==> config.mk <==
export PLATFORM = sky130hd
export DESIGN_NAME = trial_division_prime_test_top_flat
export DESIGN_NICKNAME = d
export VERILOG_FILES = /design/src/rtl/core/tdpt_pkg.sv /design/src/rtl/core/tdpt_if.sv /design/src/rtl/core/trial_division_prime_test_top.sv /design/src/rtl/core/tdpt_datapath.sv /design/src/rtl/core/tdpt_ctrl.sv /design/src/flat_wrapper.sv
export SDC_FILE = /design/constraint.sdc
export NUM_CORES = 1
export LEC_CHECK = 0
export BUFFER_PORTS_ARGS = -buffer_cell sky130_fd_sc_hd__buf_2
export CAP_MARGIN = 20
export CORE_MARGIN = 5
export CORE_UTILIZATION = 30
export DETAILED_ROUTE_END_ITERATION = 6
export PLACE_DENSITY_LB_ADDON = 0.1
export SLEW_MARGIN = 20
export SYNTH_ARGS = -nofsm -noshare
export SYNTH_HDL_FRONTEND = slang
export SYNTH_SLANG_ARGS = --single-unit
==> constraint.sdc <==
create_clock -name clock -period 5.5 [get_ports clock]
set_input_delay 0.275 -clock clock [delete_from_list [all_inputs] [get_ports clock]]
set_output_delay 0.275 -clock clock [all_outputs]
set_load 0.02 [all_outputs]
==> src/rtl/core/tdpt_pkg.sv <==
// Shared types of the trial-division prime test block.
// Holds the controller-to-datapath command and status structs.
// No dependencies.
package tdpt_pkg;

   // Commands from the controller to the datapath
   typedef struct packed {
      logic load;       // capture a new candidate, restart divisor at three
      logic start_div;  // clear remainder, load dividend, clear bit count
      logic step_div;   // one restoring-division bit step
      logic advance;    // move to the next odd divisor
   } dp_cmd_type;

   // Status from the datapath to the controller
   typedef struct packed {
      logic negative;   // candidate sign bit set
      logic le_one;     // candidate is zero or one
      logic is_two;     // candidate equals two
      logic is_even;    // candidate low bit clear
      logic square_gt;  // divisor squared exceeds candidate
      logic div_last;   // final bit step of the current division
      logic rem_zero;   // last remainder is zero
   } dp_sts_type;

endpackage

==> src/rtl/core/tdpt_if.sv <==
// Valid/ready channel interfaces for the prime test block.
// tdpt_req_if carries a candidate word, tdpt_rsp_if a prime flag word.
// No dependencies.
interface tdpt_req_if #(parameter int DATA_WIDTH = 32);
   logic                         valid;
   logic                         ready;
   logic signed [DATA_WIDTH-1:0] candidate;

   modport source (output valid, output candidate, input ready);
   modport sink   (input valid, input candidate, output ready);
endinterface

interface tdpt_rsp_if;
   logic valid;
   logic ready;
   logic prime_flag;

   modport source (output valid, output prime_flag, input ready);
   modport sink   (input valid, input prime_flag, output ready);
endinterface

==> src/rtl/core/trial_division_prime_test_top.sv <==
// Top level of the trial-division prime test block.
// Joins the controller and datapath. Depends on tdpt_pkg, tdpt_if,
// tdpt_ctrl and tdpt_datapath.
//
// Usage:
//  - req_chan carries one signed candidate word per valid/ready handshake.
//  - rsp_chan returns one prime_flag word per candidate, in order.
//  - Negative, zero and one give 0; two gives 1; other even values give 0.
//    Odd values are divided by 3, 5, 7, ... while divisor squared does not
//    exceed the value; any zero remainder gives 0, else 1.
//  - Screening decisions reach rsp_chan through the screen and finish
//    states and the result register. Each trial divisor takes a screen,
//    DATA_WIDTH bit steps of the restoring remainder unit and a check, so
//    a full test repeats these for each of the k divisors tried; worst case
//    at 32 bits is about 23170 divisors.
//  - One candidate is in work at a time; req_chan.ready is high only while
//    idle. The result register lets a new word be accepted while the last
//    flag still waits on rsp_chan.
//  - A stalled receiver holds the flag word; a finished test then waits
//    until the register frees up.
//  - Synchronous reset returns to idle and drops any pending result.
module trial_division_prime_test_top #(
   parameter int DATA_WIDTH = 32
) (
   input  logic       clock,
   input  logic       reset,
   tdpt_req_if.sink   req_chan,
   tdpt_rsp_if.source rsp_chan
);
   import tdpt_pkg::*;

   dp_cmd_type cmd;   // sequencer commands to the datapath
   dp_sts_type sts;   // datapath flags back to the sequencer

   // Sequencer: handshakes, test flow and result register
   tdpt_ctrl u_ctrl (
      .clock    (clock),
      .reset    (reset),
      .req_chan (req_chan),
      .rsp_chan (rsp_chan),
      .cmd      (cmd),
      .sts      (sts)
   );

   // Datapath: candidate, divisor, running square, remainder unit
   tdpt_datapath #(
      .DATA_WIDTH (DATA_WIDTH)
   ) u_datapath (
      .clock     (clock),
      .candidate (req_chan.candidate),
      .cmd       (cmd),
      .sts       (sts)
   );

endmodule

==> src/rtl/core/tdpt_datapath.sv <==
// Datapath of the prime test: held value, odd trial divisor, running square
// and a bit-serial restoring remainder unit. Depends on tdpt_pkg.
module tdpt_datapath #(
   parameter int DATA_WIDTH = 32
) (
   input  logic                         clock,
   input  logic signed [DATA_WIDTH-1:0] candidate,
   input  tdpt_pkg::dp_cmd_type         cmd,
   output tdpt_pkg::dp_sts_type         sts
);
   import tdpt_pkg::*;

   localparam int CNT_W = $clog2(DATA_WIDTH);

   logic [DATA_WIDTH-1:0] held_value_ff, held_value_in;
   logic [DATA_WIDTH-1:0] trial_divisor_ff, trial_divisor_in;
   logic [DATA_WIDTH:0]   square_ff, square_in;
   logic [DATA_WIDTH-1:0] partial_remainder_ff, partial_remainder_in;
   logic [DATA_WIDTH-1:0] dividend_ff, dividend_in;
   logic [CNT_W-1:0]      bit_count_ff, bit_count_in;
   logic [DATA_WIDTH:0]   trial;
   logic [DATA_WIDTH:0]   diff;

   // Restoring step: shift in next dividend bit, subtract when it fits
   assign trial = {partial_remainder_ff, dividend_ff[DATA_WIDTH-1]};
   assign diff  = trial - {1'b0, trial_divisor_ff};

   always_comb begin
      held_value_in        = held_value_ff;
      trial_divisor_in     = trial_divisor_ff;
      square_in            = square_ff;
      partial_remainder_in = partial_remainder_ff;
      dividend_in          = dividend_ff;
      bit_count_in         = bit_count_ff;
      if (cmd.load) begin
         held_value_in    = DATA_WIDTH'(candidate);
         trial_divisor_in = DATA_WIDTH'(3);
         square_in        = (DATA_WIDTH+1)'(9);
      end
      if (cmd.start_div) begin
         partial_remainder_in = '0;
         dividend_in          = held_value_ff;
         bit_count_in         = '0;
      end
      if (cmd.step_div) begin
         if (trial >= {1'b0, trial_divisor_ff}) begin
            partial_remainder_in = diff[DATA_WIDTH-1:0];
         end else begin
            partial_remainder_in = trial[DATA_WIDTH-1:0];
         end
         dividend_in  = {dividend_ff[DATA_WIDTH-2:0], 1'b0};
         bit_count_in = bit_count_ff + CNT_W'(1);
      end
      if (cmd.advance) begin
         // (d+2)^2 = d^2 + 4d + 4
         trial_divisor_in = trial_divisor_ff + DATA_WIDTH'(2);
         square_in        = square_ff + {trial_divisor_ff[DATA_WIDTH-2:0], 2'b00}
                            + (DATA_WIDTH+1)'(4);
      end
   end

   always_ff @(posedge clock) begin
      held_value_ff        <= held_value_in;
      trial_divisor_ff     <= trial_divisor_in;
      square_ff            <= square_in;
      partial_remainder_ff <= partial_remainder_in;
      dividend_ff          <= dividend_in;
      bit_count_ff         <= bit_count_in;
   end

   assign sts.negative  = held_value_ff[DATA_WIDTH-1];
   assign sts.le_one    = (held_value_ff[DATA_WIDTH-1:1] == '0);
   assign sts.is_two    = (held_value_ff == DATA_WIDTH'(2));
   assign sts.is_even   = ~held_value_ff[0];
   assign sts.square_gt = (square_ff > {1'b0, held_value_ff});
   assign sts.div_last  = (bit_count_ff == CNT_W'(DATA_WIDTH-1));
   assign sts.rem_zero  = (partial_remainder_ff == '0);

endmodule

==> src/rtl/core/tdpt_ctrl.sv <==
// Controller of the prime test: one-hot sequencer, input handshake and
// result output register. Depends on tdpt_pkg and tdpt_if.
module tdpt_ctrl (
   input  logic                 clock,
   input  logic                 reset,
   tdpt_req_if.sink             req_chan,
   tdpt_rsp_if.source           rsp_chan,
   output tdpt_pkg::dp_cmd_type cmd,
   input  tdpt_pkg::dp_sts_type sts
);
   import tdpt_pkg::*;

   typedef enum logic [4:0] {
      ST_IDLE   = 5'b00001,
      ST_SCREEN = 5'b00010,
      ST_DIVIDE = 5'b00100,
      ST_CHECK  = 5'b01000,
      ST_FINISH = 5'b10000
   } state_type;

   state_type state_ff, state_in;
   logic      flag_ff, flag_in;
   logic      rsp_valid_ff, rsp_valid_in;
   logic      rsp_prime_ff, rsp_prime_in;
   logic      out_free;

   assign out_free = ~rsp_valid_ff | rsp_chan.ready;

   always_comb begin
      state_in     = state_ff;
      flag_in      = flag_ff;
      rsp_valid_in = rsp_valid_ff & ~rsp_chan.ready;
      rsp_prime_in = rsp_prime_ff;
      cmd          = '0;
      unique case (state_ff)
         ST_IDLE: begin
            if (req_chan.valid) begin
               cmd.load = 1'b1;
               state_in = ST_SCREEN;
            end
         end
         ST_SCREEN: begin
            if (sts.negative || sts.le_one) begin
               flag_in  = 1'b0;
               state_in = ST_FINISH;
            end else if (sts.is_two) begin
               flag_in  = 1'b1;
               state_in = ST_FINISH;
            end else if (sts.is_even) begin
               flag_in  = 1'b0;
               state_in = ST_FINISH;
            end else if (sts.square_gt) begin
               flag_in  = 1'b1;
               state_in = ST_FINISH;
            end else begin
               cmd.start_div = 1'b1;
               state_in      = ST_DIVIDE;
            end
         end
         ST_DIVIDE: begin
            cmd.step_div = 1'b1;
            if (sts.div_last) begin
               state_in = ST_CHECK;
            end
         end
         ST_CHECK: begin
            if (sts.rem_zero) begin
               flag_in  = 1'b0;
               state_in = ST_FINISH;
            end else begin
               cmd.advance = 1'b1;
               state_in    = ST_SCREEN;
            end
         end
         ST_FINISH: begin
            // hold until the output register can take the word
            if (out_free) begin
               rsp_valid_in = 1'b1;
               rsp_prime_in = flag_ff;
               state_in     = ST_IDLE;
            end
         end
         default: begin
            state_in = ST_IDLE;
         end
      endcase
   end

   always_ff @(posedge clock) begin
      if (reset) begin
         state_ff     <= ST_IDLE;
         rsp_valid_ff <= 1'b0;
      end else begin
         state_ff     <= state_in;
         rsp_valid_ff <= rsp_valid_in;
      end
      flag_ff      <= flag_in;
      rsp_prime_ff <= rsp_prime_in;
   end

   assign req_chan.ready      = (state_ff == ST_IDLE);
   assign rsp_chan.valid      = rsp_valid_ff;
   assign rsp_chan.prime_flag = rsp_prime_ff;

`ifndef ASSERT_OFF
   a_onehot_state: assert property (@(posedge clock) disable iff (reset)
      $onehot(state_ff))
      else $error("state register not one-hot");

   a_accept_starts: assert property (@(posedge clock) disable iff (reset)
      (req_chan.valid && req_chan.ready) |=> (state_ff == ST_SCREEN))
      else $error("accepted word did not start a test");

   a_finish_waits: assert property (@(posedge clock) disable iff (reset)
      (state_ff == ST_FINISH && rsp_valid_ff && !rsp_chan.ready)
      |=> (state_ff == ST_FINISH && rsp_valid_ff))
      else $error("result overwrote a pending word");

   a_divide_ends: assert property (@(posedge clock) disable iff (reset)
      (state_ff == ST_DIVIDE && sts.div_last) |=> (state_ff == ST_CHECK))
      else $error("division did not end in check");
`endif

endmodule

==> src/flat_wrapper.sv <==
// flat-port wrapper written by rule: the top's interface ports become plain ports
module trial_division_prime_test_top_flat import tdpt_pkg::*;
#(
   parameter int DATA_WIDTH = 32
)
  (clock, reset, req_chan_valid, req_chan_candidate, req_chan_ready, rsp_chan_valid, rsp_chan_prime_flag, rsp_chan_ready);
  tdpt_req_if #(.DATA_WIDTH(DATA_WIDTH)) req_chan_i ();
  tdpt_rsp_if rsp_chan_i ();
  input  logic clock;
  input  logic reset;
  input wire logic [$bits(req_chan_i.valid)-1:0] req_chan_valid;
  input wire logic [$bits(req_chan_i.candidate)-1:0] req_chan_candidate;
  output wire logic [$bits(req_chan_i.ready)-1:0] req_chan_ready;
  output wire logic [$bits(rsp_chan_i.valid)-1:0] rsp_chan_valid;
  output wire logic [$bits(rsp_chan_i.prime_flag)-1:0] rsp_chan_prime_flag;
  input wire logic [$bits(rsp_chan_i.ready)-1:0] rsp_chan_ready;
  assign req_chan_i.valid = req_chan_valid;
  assign req_chan_i.candidate = req_chan_candidate;
  assign req_chan_ready = req_chan_i.ready;
  assign rsp_chan_valid = rsp_chan_i.valid;
  assign rsp_chan_prime_flag = rsp_chan_i.prime_flag;
  assign rsp_chan_i.ready = rsp_chan_ready;
  trial_division_prime_test_top #(.DATA_WIDTH(DATA_WIDTH)) u_core (.clock(clock), .reset(reset), .req_chan(req_chan_i), .rsp_chan(rsp_chan_i));
endmodule
; Word-level counts from Yosys, hierarchy flattened
; Cells that the tools add are included.
[totals]
register_bits = 174
input_bits = 36
[op_classes]
add_sub_neg = 5
magnitude_cmp = 2
eq_ne = 12
mux = 38
n_bitwise = 4
reduce_logical = 9
[op_table]
columns = op, count
row1 = $mux W32, 7
row2 = $mux W33, 2
row3 = $mux W5, 10
row4 = $add A33 B3 Y33 const B, 1
row5 = $add A33 B33 Y33, 1
row6 = $ge A33 B32 Y1, 1
row7 = $gt A33 B32 Y1, 1
row8 = $add A32 B2 Y32 const B, 1
row9 = $eq A32 B2 Y1 const B, 1
row10 = $logic_not A32 Y1, 1
row11 = $sub A32 B32 Y32, 1
row12 = $logic_not A31 Y1, 1
row13 = $pmux W5 S5, 1
row14 = $mux W1, 17
row15 = $eq A5 B5 Y1 const B, 2
row16 = $reduce_and A3 Y1, 2
row17 = $reduce_bool A2 Y1, 3
row18 = $add A5 B1 Y5 const B, 1
row19 = $eq A5 B1 Y1 const B, 1
row20 = $eq A5 B2 Y1 const B, 1
row21 = $eq A5 B3 Y1 const B, 1
row22 = $eq A5 B4 Y1 const B, 1
row23 = $ne A5 B3 Y1 const B, 1
row24 = $ne A2 B1 Y1 const B, 2
row25 = other kinds (7), 9

; Depth between registers and ports, before layout
; Gate-level depths: netlist of the first run.
[logic_depth]
depth_word = 8
depth_mapped = 13

; Modules after synthesis
; From an unflattened synthesis of the first run, not the netlist that was laid out.
[unflattened]
hier_cells = 1167
area_unflattened_um2 = 11652.4
[modules_own_cells]
columns = module, instances, cells_per_inst, area_each_um2, seq_area_each_um2
row1 = tdpt_datapath, 1, 1116, 11178.2, 4854.7
row2 = tdpt_ctrl, 1, 51, 474.2, 180.2

; Worst setup path before layout of the first run
; OpenSTA, ideal clock, no wires.
[synth_path]
path_type = register -> register
start = register u_core.u_datapath.held_value_ff[26]
end = register u_core.u_datapath.bit_count_ff[0] (enable)
arrival_ns = 3.483
required_time_ns = 5.072
path_slack_ns = 1.589
path_stages_with_launch = 13
path_buffers = 1
cell_sequence = edfxtp_1 inv_1 ha_1 a21o_1 a21o_1 a21oi_1 nor2_1 a2111oi_0 o21ai_0 a21oi_1 nand2_1 clkbuf_1 nand2_1
[synth_between]
elab_chain_len = 7
elab_cells_between_ends = 10
[synth_lines]
columns = element, line_no
row1 = from (decl), tdpt_datapath.sv:15  ; logic [DATA_WIDTH-1:0] held_value_ff, held_value_in;
row2 = from (signal assigned), tdpt_datapath.sv:63  ; held_value_ff <= held_value_in;
row3 = $gt A33 B32 Y1, tdpt_datapath.sv:75  ; assign sts.square_gt = (square_ff > {1'b0, held_value_ff});
row4 = $mux W1, tdpt_ctrl.sv:52  ; end else if (sts.square_gt) begin
row5 = $mux W1, tdpt_ctrl.sv:49  ; end else if (sts.is_even) begin
row6 = $mux W1, tdpt_ctrl.sv:46  ; end else if (sts.is_two) begin
row7 = $mux W1 (*), tdpt_ctrl.sv:43  ; if (sts.negative || sts.le_one) begin
row8 = $mux W1 (*), tdpt_ctrl.sv:35  ; unique case (state_ff)
row9 = $reduce_bool A2 Y1 (no source line) (*), --
row10 = to (signal assigned), tdpt_datapath.sv:68  ; bit_count_ff <= bit_count_in;
row11 = to (decl), tdpt_datapath.sv:20  ; logic [CNT_W-1:0] bit_count_ff, bit_count_in;
; Mark *: on every way between the ends. The rest lies on a longest branch, timed or not.
; A chain may end at the register's enable or synchronous reset.

; Worst setup path after layout of the first run
[layout_path]
start = register u_core.u_datapath.trial_divisor_ff[1]
end = register u_core.u_datapath.partial_remainder_ff[13], data pin
[layout_between]
elab_chain_len = 3
elab_cells_between_ends = 4
[layout_lines]
columns = element, line_no
row1 = from (decl), tdpt_datapath.sv:16  ; logic [DATA_WIDTH-1:0] trial_divisor_ff, trial_divisor_in;
row2 = from (signal assigned), tdpt_datapath.sv:64  ; trial_divisor_ff <= trial_divisor_in;
row3 = $sub A32 B32 Y32 / $ge A33 B32 Y1 (equally long branches), "tdpt_datapath.sv:26, tdpt_datapath.sv:46"
row4 = $mux W32 (*), tdpt_datapath.sv:46  ; if (trial >= {1'b0, trial_divisor_ff}) begin
row5 = $mux W32 (*), tdpt_datapath.sv:45  ; if (cmd.step_div) begin
row6 = to (signal assigned), tdpt_datapath.sv:66  ; partial_remainder_ff <= partial_remainder_in;
row7 = to (decl), tdpt_datapath.sv:18  ; logic [DATA_WIDTH-1:0] partial_remainder_ff, partial_remainder_in;
; Marked as above.

==> results.md, run 1 <==
* First-pass GRT wire length at 46,200 um
* Routed wire length at 28,800 um
* Worst Path Max Fanout at 28
* Gr ovfl total at 0
* Worst vdd ir at 223 uV
* Post-synth net total at 1,258
* Initial Utilization at 0.302
* CTS tree: yes
* Routed Antenna Nets at 0
* DR pass1 iterations at 5
* Post-CTS Resized at 0
* Die height at 204 um
* Dpl cells at 1,634
* Ys flop type: edfxtp_1
* Crit end category: flip-flop
* Insertion delay to the later sink of the worst-skew pair at 450 ps
* RSZ-0062 raised after global routing: no
* Antenna violations before repair at 0
* Share of post-route cells with drive strength above 1 at 0.0876
* Post-route minimum period at 3860 ps
* Post-synth EDFFs at 163
* PortBufs at 38
* DRT iter0 DRCs at 467
* Synth Cell Area at 11,300 um2
* Hold Path Class: input port to flip-flop
* Seq/Total Area, Yosys at 0.446
* Post-CTS Setup Bufs at 0
* Hold-fix buffers at CTS at 32
* Final Max Tran Viols at 0
* Cell area after layout at 13,000 um2
* Most frequent CP cell: nor2_1
* Mapped Cells at 1,099
* Async SR Flop Fraction at 0
* Diodes inserted at 0
* Clk pin slew, worst setup/hold paths at 70 ps
* Wirelength per Cell at 17.0 um
* Drt drc at 0
* Vias at 8,292
* Storage cell area at 5030 um2
* Highest-count cells in the layout ignoring fill and taps: 163 x edfxtp_1, 121 x ha_1, 120 x nor2_1, 75 x inv_1, 66 x o21ai_0
* Synth Register Bits at 170
* Pwr Density at 279 nW/um2
* Worst Tran Pin Value at 1070 ps
* Leakage at 4.96 nW
* Slowest stage delay, CP at 880 ps
* Core footprint at 37,400 um2
* Gr usage total at 0.141
* Fillcell total at 3,798
* Data arrival time of the worst path at 4050 ps
* Setup CP Type: flip-flop to flip-flop
* Status: finished, final reports clean
* Final TNS setup at 0 ps
* Cell Chain, Critical Path: inv_1 > ha_1 > a211oi_1 > nor2_1 > o31ai_1 > a21oi_4 > o21ai_2 > a2111oi_4 > nor2_4 > mux2i_1 > nor2_1
* Cell family with most CP delay: compound AO/OA/AOI/OAI gates
* Number of cell rows at 71
* Largest net degree at the start of global routing at 62
* Startpoint Class: flip-flop
* Max cap viols at 0
* Crit path buf inv count at 1
* # IOs at 39
* Clk sinks at 170
* Fin cells at 1,698
* Slew HR at 0.288
* Chip Width at 204 um
* Nets at 1,333
* Count of different cell masters after synthesis at 69
* Num CTS Buffers at 17
* Synth warn at 0
* DP Area at 12,100 um2
* Mean post-synth cell area at 10.3 um2
* Vias/cell at 4.88
* Clk_skew at 12.7 ps
* CP required at 5690 ps
* Multi-input gate area at 5900 um2
* Final Hold Viols at 0
* Slowest-stage cell, CP: nor2_4
* Die ar. at 41,600 um2
* Post-DP HPWL at 21,700 um
* # setup viols final at 0
* Area growth syn-to-layout at 15.6%
* GP Congestion at 0.797
* H-Tree Depth at 4
* CTS Root Cell: clkbuf_16
* Final period utilization at 0.701
* Fmax at 259 MHz
* Most common cell after layout, fill and taps aside: edfxtp_1
* Vias in the first global route at 8,547
* Clock buffer depth at 2
-- flip-flops by register name, summed over array words and instances, names as in the netlist --
signal and cells:
u_core.u_ctrl.state_ff 5, u_core.u_datapath.partial_remainder_ff 32, u_core.u_datapath.held_value_ff 32, u_core.u_ctrl.rsp_chan.valid 1, u_core.u_datapath.bit_count_ff 5, u_core.u_datapath.square_ff 30, u_core.u_ctrl.rsp_chan.prime_flag 1, u_core.u_datapath.dividend_ff 32
u_core.u_datapath.trial_divisor_ff 31, u_core.u_ctrl.flag_ff 1
-- power breakdown --
part | switching (mW) | internal [mW] | total (mW) | leakage (nW)
Sequential | 0.0706 | 1.50 | 1.57 | 1.50
Clock | 0.558 | 0.700 | 1.26 | 0.293
Combinational | 0.465 | 0.348 | 0.813 | 3.17
Total | 1.09 | 2.55 | 3.64 | 4.96
-- synthesized netlist by cell type, types with 11 or more instances --
library cell / number / area (um2)
mux2i_1: 25 / 250
or3_1: 15 / 93.8
nand2_1: 62 / 233
nand4_1: 23 / 144
a21oi_1: 57 / 285
o21ai_0: 66 / 330
a21o_1: 48 / 360
nand3_1: 32 / 160
nor2_1: 120 / 450
nor4_1: 18 / 113
clkbuf_1: 18 / 67.6
nor3_1: 20 / 100
and2_1: 13 / 81.3
inv_1: 75 / 282
o21a_1: 11 / 82.6
xor2_1: 24 / 210
xnor2_1: 50 / 438
ha_1: 121 / 1510
edfxtp_1: 163 / 4890
-- metal layers --
metal  share of wire  vias up  GRT usage
met5               0        -          0
met1            0.49     3954      0.189
met3           0.018       30     0.0211
met2            0.48       88      0.238
li1                -     4220          -
met4           0.015        0     0.0414
-- final cells by class --
class,instances,area share
multi-input cells,830,0.452
flip-flops and latches,170,0.386
well taps,511,0.0490
repair buffers,80,0.0458
clock buffers,20,0.0350
inverters,75,0.0216
clock inverters,12,0.0106
-- final timing paths --
| path | endpoint | slack [ps] | start | cells after the start |
|---|---|---|---|---|
| hold / removal | u_core.u_ctrl.state_ff[2] | 100 | reset | 2 |
| setup / recovery | u_core.u_datapath.partial_remainder_ff[13] | 1640 | u_core.u_datapath.trial_divisor_ff[1] | 11 |
| setup reg to reg | u_core.u_datapath.partial_remainder_ff[13] | 1640 | u_core.u_datapath.trial_divisor_ff[1] | 11 |
| hold reg to reg | u_core.u_ctrl.rsp_chan.prime_flag | 460 | u_core.u_ctrl.flag_ff | 0 |
-- kinds of logic (layout without fill, tap and decap cells) --
family | Yosys count | after routing | synth area share
fa+ha+maj | 123 | 123 | 0.138
compound gates | 261 | 261 | 0.152
simple gates | 347 | 347 | 0.150
mux | 25 | 25 | 0.0222
buf+inv | 99 | 187 | 0.0348
xor+xnor | 74 | 74 | 0.0574
flops | 170 | 170 | 0.446
-- per-stage QoR --
step	power, mW	util	setup slack, ps	hold WS, ps
after floorplan	2.19	-	1590	344
after global placement	2.41	0.324	1740	434
after CTS	3.70	0.349	1620	71.8
after detailed placement	2.40	0.324	1650	406
final	3.64	0.349	1640	98.2
after global routing	3.86	0.349	1250	86.7
(Power assumes the default switching activity.)
==> inputs of run 2 (changes only) <==
Clock period 5.5 ns to 3.9 ns, I/O delays scaled along.
==> results.md, run 2 (synthesized netlist as in run 1, its figures left out) <==
* Die ar. at 41,600 um2 (unchanged)
* Largest net degree at the start of global routing at 46 (-26%)
* Drt drc at 0 (unchanged)
* Initial Utilization at 0.302 (unchanged)
* CTS tree: yes
* Final TNS setup at 0 ps (unchanged)
* Highest-count cells in the layout ignoring fill and taps: 163 x edfxtp_1, 121 x ha_1, 120 x nor2_1, 75 x inv_1, 66 x o21ai_0
* Number of cell rows at 71 (unchanged)
* Worst hold slack at 61.4 ps (-36.7 ps)
* Max cap viols at 0 (unchanged)
* Multi-input gate area at 5900 um2 (about the same)
* Vias/cell at 4.89 (about the same)
* Worst vdd ir at 317 uV (+43%)
* Clk_skew at 15.9 ps (+3.15 ps)
* Dpl cells at 1,645 (+0.67%)
* Clk sinks at 170 (unchanged)
* H-Tree Depth at 4 (unchanged)
* Fin worst setup slack at 426 ps (-1220 ps)
* Final period utilization at 0.891 (+0.190)
* Clock power share at 0.344 (about the same)
* Logic pwr share at 0.227 (+0.004)
* Chip Width at 204 um (unchanged)
* Hold Path Class: input port to flip-flop
* Most common cell after layout, fill and taps aside: edfxtp_1
* Core footprint at 37,400 um2 (unchanged)
* Cell Chain, Critical Path: ha_1 > ha_1 > nor2b_1 > o31a_1 > o2111ai_1 > a31oi_2 > a211oi_2 > nor3_1 > o31a_1 > o21a_1 > nor3_1
* Insertion delay to the later sink of the worst-skew pair at 450 ps (about the same)
* Startpoint Class: flip-flop
* DR pass1 iterations at 5 (unchanged)
* Fillcell total at 3,856 (+1.5%)
* Final Hold Viols at 0 (unchanged)
* # IOs at 39 (unchanged)
* Final Max Tran Viols at 0 (unchanged)
* Gr ovfl total at 0 (unchanged)
* Die height at 204 um (unchanged)
* Setup CP Type: flip-flop to flip-flop
* Slew HR at 0.468 (+0.181)
* Routed Antenna Nets at 0 (unchanged)
* Pwr Density at 390 nW/um2 (+40%)
* Post-route minimum period at 3470 ps (-383 ps)
* CTS Root Cell: clkbuf_16
* Sw frac at 0.304 (+0.00332)
* Power Total at 5.15 mW (+41%)
* Area growth syn-to-layout at 17.0%
* Antenna violations before repair at 0 (unchanged)
* Slowest stage delay, CP at 500 ps (-380 ps)
* DRT iter0 DRCs at 366 (-22%)
* Status: finished, final reports clean
* Data arrival time of the worst path at 3750 ps (-300 ps)
* Post-DP HPWL at 22,300 um (+2.7%)
* Vias in the first global route at 8,657 (+1.3%)
* CP required at 4170 ps (-1520 ps)
* Routed wire length at 29,000 um (+0.78%)
* Dpl ws at 246 ps (-1400 ps)
* Gr usage total at 0.144 (+0.00230)
* RSZ-0062 raised after global routing: no
* Clock buffer depth at 2 (unchanged)
* P_int at 3.58 mW (+41%)
* Share of post-route cells with drive strength above 1 at 0.0967 (+0.00905)
* Clk pin slew, worst setup/hold paths at 70 ps (about the same)
* Vias at 8,363 (+0.86%)
* Sequential share of power at 0.429 (-0.002)
* # setup viols final at 0 (unchanged)
* Fin cells at 1,711 (+0.77%)
* Leakage at 5.04 nW (+1.6%)
* Wirelength per Cell at 17.0 um (about the same)
* Worst Tran Pin Value at 789 ps (-277 ps)
* First-pass GRT wire length at 47,300 um (+2.5%)
* GP Congestion at 0.787 (-1.2%)
* Crit end category: flip-flop
* Diodes inserted at 0 (unchanged)
* Nets at 1,346 (+0.98%)
* Worst Path Max Fanout at 5 (-82%)
* Fmax at 288 MHz (+11%)
* Largest registers: u_core.u_datapath.dividend_ff (32), u_core.u_datapath.held_value_ff (32), u_core.u_datapath.partial_remainder_ff (32)
* Slowest-stage cell, CP: edfxtp_1
* PortBufs at 38 (unchanged)
* Storage cell area at 5030 um2 (unchanged)
* Num CTS Buffers at 17 (unchanged)
* Net switching power figure at 1.56 mW (+43%)
## run 2: repair_timing
action / CTS / global route
setup buffers: 0 / 0
hold buffers: 33 / 0
gates resized for setup: 0 / 1
setup endpoints to repair: 0 / 2
hold endpoints to repair: 36 / 0
## run 2: power groups by stage
stage | logic [mW] | clock network (mW) | registers (mW)
after floorplan | 0.872 | 0 | 2.21
after detailed placement | 1.15 | 0 | 2.25
final | 1.17 | 1.77 | 2.21
after global placement | 1.16 | 0 | 2.25
after global routing | 1.33 | 1.91 | 2.22
after CTS | 1.18 | 1.83 | 2.21
## run 2: worst paths after layout
path              depth (start not counted)                                  start  slack [ps]                               end
setup / recovery                         11  u_core.u_datapath.trial_divisor_ff[3]         430   u_core.u_datapath.square_ff[27]
hold / removal                            3                         rsp_chan_ready          60      u_core.u_ctrl.rsp_chan.valid
setup reg to reg                         11  u_core.u_datapath.trial_divisor_ff[3]         430   u_core.u_datapath.square_ff[27]
hold reg to reg                           1       u_core.u_datapath.dividend_ff[0]         470  u_core.u_datapath.dividend_ff[0]
## run 2: layout make-up
type,instances,area share
flip-flops and latches,170,0.381
clock inverters,14,0.0126
clock buffers,18,0.0325
repair buffers,93,0.0572
multi-input cells,830,0.447
well taps,511,0.0484
inverters,75,0.0213
## run 2: per-stage QoR
| stage | util | area, um2 |
|---|---|---|
| 2_1_floorplan | - | 11300 |
| 3_3_place_gp | 0.328 | 12300 |
| 3_5_place_dp | 0.328 | 12300 |
| 4_1_cts | 0.352 | 13200 |
| 5_1_grt | 0.353 | 13200 |
| 6_report | 0.353 | 13200 |
## run 2: per-layer routing
layer,GRT usage,share of wire,routed length (um)
met3,0.0248,0.022,645
met2,0.233,0.46,13400
met1,0.201,0.50,14600
met5,0,0,0
met4,0.0347,0.012,344
## run 2: critical path: cells and delay by family (launching register included)
kind                       cells  cell delay, ps
AOI/OAI and AO/OA              6            1660
and+or+nand+nor                3             470
DFF                            1             500
adders and majority gates      2             670
==> inputs of run 3 (changes only) <==
--- a/config.mk
+++ b/config.mk
@@ -7,3 +7,2 @@
 export LEC_CHECK = 0
-export BUFFER_PORTS_ARGS = -buffer_cell sky130_fd_sc_hd__buf_2
 export CAP_MARGIN = 20
@@ -12,2 +11,3 @@
 export DETAILED_ROUTE_END_ITERATION = 6
+export DONT_BUFFER_PORTS = 1
 export PLACE_DENSITY_LB_ADDON = 0.1
==> constraint.sdc (replaced) <==
create_clock -name clock -period 3.9 [get_ports clock]
set_input_delay 0.39 -clock clock [delete_from_list [all_inputs] [get_ports clock]]
set_output_delay 0.39 -clock clock [all_outputs]
set_load 0.02 [all_outputs]
==> results.md, run 3 (synthesized netlist as in run 1, its figures left out) <==
* Clock power share at 0.343 (about the same)
* # IOs at 39 (unchanged)
* Slew HR at 0.423 (-0.0453)
* Antenna violations before repair at 0 (unchanged)
* Startpoint Class: flip-flop
* Setup CP Type: flip-flop to flip-flop
* Sequential share of power at 0.437 (+0.008)
* First-pass GRT wire length at 45,800 um (-3.2%)
* Core footprint at 37,400 um2 (unchanged)
* Highest-count cells in the layout ignoring fill and taps: 163 x edfxtp_1, 121 x ha_1, 120 x nor2_1, 75 x inv_1, 66 x o21ai_0
* Fin cells at 1,638 (-4.3%)
* CP required at 4070 ps (-100 ps)
* Insertion delay to the later sink of the worst-skew pair at 440 ps (about the same)
* Gr usage total at 0.139 (-0.00445)
* Initial Utilization at 0.302 (unchanged)
* Final Max Tran Viols at 0 (unchanged)
* Drt drc at 0 (unchanged)
* CTS Root Cell: clkbuf_16
* CTS tree: yes
* Pwr Density at 400 nW/um2 (+2.7%)
* DRT iter0 DRCs at 439 (+20%)
* Share of post-route cells with drive strength above 1 at 0.0683 (-0.0283)
* Final TNS setup at 0 ps (unchanged)
* DR pass1 iterations at 5 (unchanged)
* Worst vdd ir at 328 uV (+3.3%)
* Chip Width at 204 um (unchanged)
* Final period utilization at 0.878 (-0.0126)
* Largest registers: u_core.u_datapath.dividend_ff (32), u_core.u_datapath.held_value_ff (32), u_core.u_datapath.partial_remainder_ff (32)
* Worst Path Max Fanout at 5 (unchanged)
* Crit end category: flip-flop
* Worst Tran Pin Value at 865 ps (+76.3 ps)
* Fmax at 292 MHz (+1.4%)
* Clock buffer depth at 2 (unchanged)
* Wirelength per Cell at 17.5 um (+3.0%)
* Num CTS Buffers at 17 (unchanged)
* GP Congestion at 0.759 (-3.6%)
* Gr ovfl total at 0 (unchanged)
* Max cap viols at 0 (unchanged)
* Post-route minimum period at 3430 ps (-49.0 ps)
* Data arrival time of the worst path at 3600 ps (-150 ps)
* Vias in the first global route at 8,338 (-3.7%)
* Sw frac at 0.311 (+0.00748)
* Clk_skew at 8.37 ps (-7.52 ps)
* Die height at 204 um (unchanged)
* Number of cell rows at 71 (unchanged)
* Diodes inserted at 0 (unchanged)
* Area growth syn-to-layout at 12.1%
* Die ar. at 41,600 um2 (unchanged)
* Hold Path Class: input port to flip-flop
* Largest net degree at the start of global routing at 62 (+35%)
* Logic pwr share at 0.220 (-0.007)
* Vias at 8,072 (-3.5%)
* Most common cell after layout, fill and taps aside: edfxtp_1
* RSZ-0062 raised after global routing: no
* Nets at 1,273 (-5.4%)
* Routed Antenna Nets at 0 (unchanged)
* Post-DP HPWL at 21,800 um (-2.2%)
* H-Tree Depth at 4 (unchanged)
* Routed wire length at 28,600 um (-1.4%)
* Leakage at 4.74 nW (-6.0%)
* Final Hold Viols at 0 (unchanged)
* Net switching power figure at 1.58 mW (+0.80%)
* Dpl cells at 1,604 (-2.5%)
* P_int at 3.49 mW (-2.7%)
* Vias/cell at 4.93 (+0.82%)
* PortBufs at 0 (-100%)
* Status: finished, final reports clean
* # setup viols final at 0 (unchanged)
* Util after Layout at 0.338 (-0.0147)
* Post-CTS Setup Bufs at 0 (unchanged)
* Clk sinks at 170 (unchanged)
* Clk pin slew, worst setup/hold paths at 70 ps (about the same)
## run 3: cell count changes in the layout (fill, tap and decap cells not counted), sizes merged
cell / previous run / this run
buf: 60 / 19
bufinv: 2 / 1
clkbuf: 18 / 17
clkinv: 6 / 7
dlygate4sd3: 33 / 1
inv: 80 / 81
## run 3: what timing repair did
action                     4_1_cts  5_1_grt
hold buffers                     1        0
hold endpoints to repair         4        0
resized for setup                0        1
setup endpoints to repair        0        1
## run 3: area by class of cell
class / count / area (um2)
Clock inverter: 15 / 160
Fill cell: 3846 / 24700
Sequential cell: 170 / 5030
Tap cell: 511 / 639
Multi-Input combinational cell: 830 / 5900
Clock buffer: 17 / 425
Inverter: 75 / 282
Timing Repair Buffer: 20 / 215
## run 3: worst paths after layout
check	start	to	slack [ps]	cells after the start
min reg2reg	u_core.u_ctrl.flag_ff	u_core.u_ctrl.rsp_chan.prime_flag	450	0
max reg2reg	u_core.u_datapath.trial_divisor_ff[3]	u_core.u_datapath.square_ff[31]	470	11
max	u_core.u_datapath.trial_divisor_ff[3]	u_core.u_datapath.square_ff[31]	470	11
min	req_chan_candidate[31]	u_core.u_datapath.held_value_ff[31]	40	0
## run 3: power groups by stage
stage	combinational, mW	sequential, mW	clock (mW)
final	1.12	2.21	1.74
after floorplan	0.872	2.21	0
after global placement	1.13	2.25	0
after detailed placement	1.12	2.25	0
after CTS	1.13	2.21	1.80
after global routing	1.27	2.23	1.88
## run 3: metal layers
metal,routed length [um],global-route usage
met1,14400,0.195
met2,13100,0.225
met3,830,0.0301
met4,218,0.0249
met5,0,0
## run 3: through the flow
step                power (mW)  worst slack, ps  cell area (um2)  hold slack, ps
finish                    5.06              475            12700            39.4
global route              5.38              136            12700            2.34
CTS                       5.14              248            12600            13.2
detailed placement        3.38              272            12000             407
global placement          3.38              281            12000             437
floorplan                 3.08              451            11300             400
## run 3: critical path: stages (launching register included)
cell	delay [ps]
edfxtp_1	480
ha_1	330
ha_1	340
nor2b_1	180
o31a_1	290
o2111ai_1	320
a31oi_2	210
a211oi_2	370
nor3b_2	110
a221oi_1	290
xor2_1	170
nor2_1	50
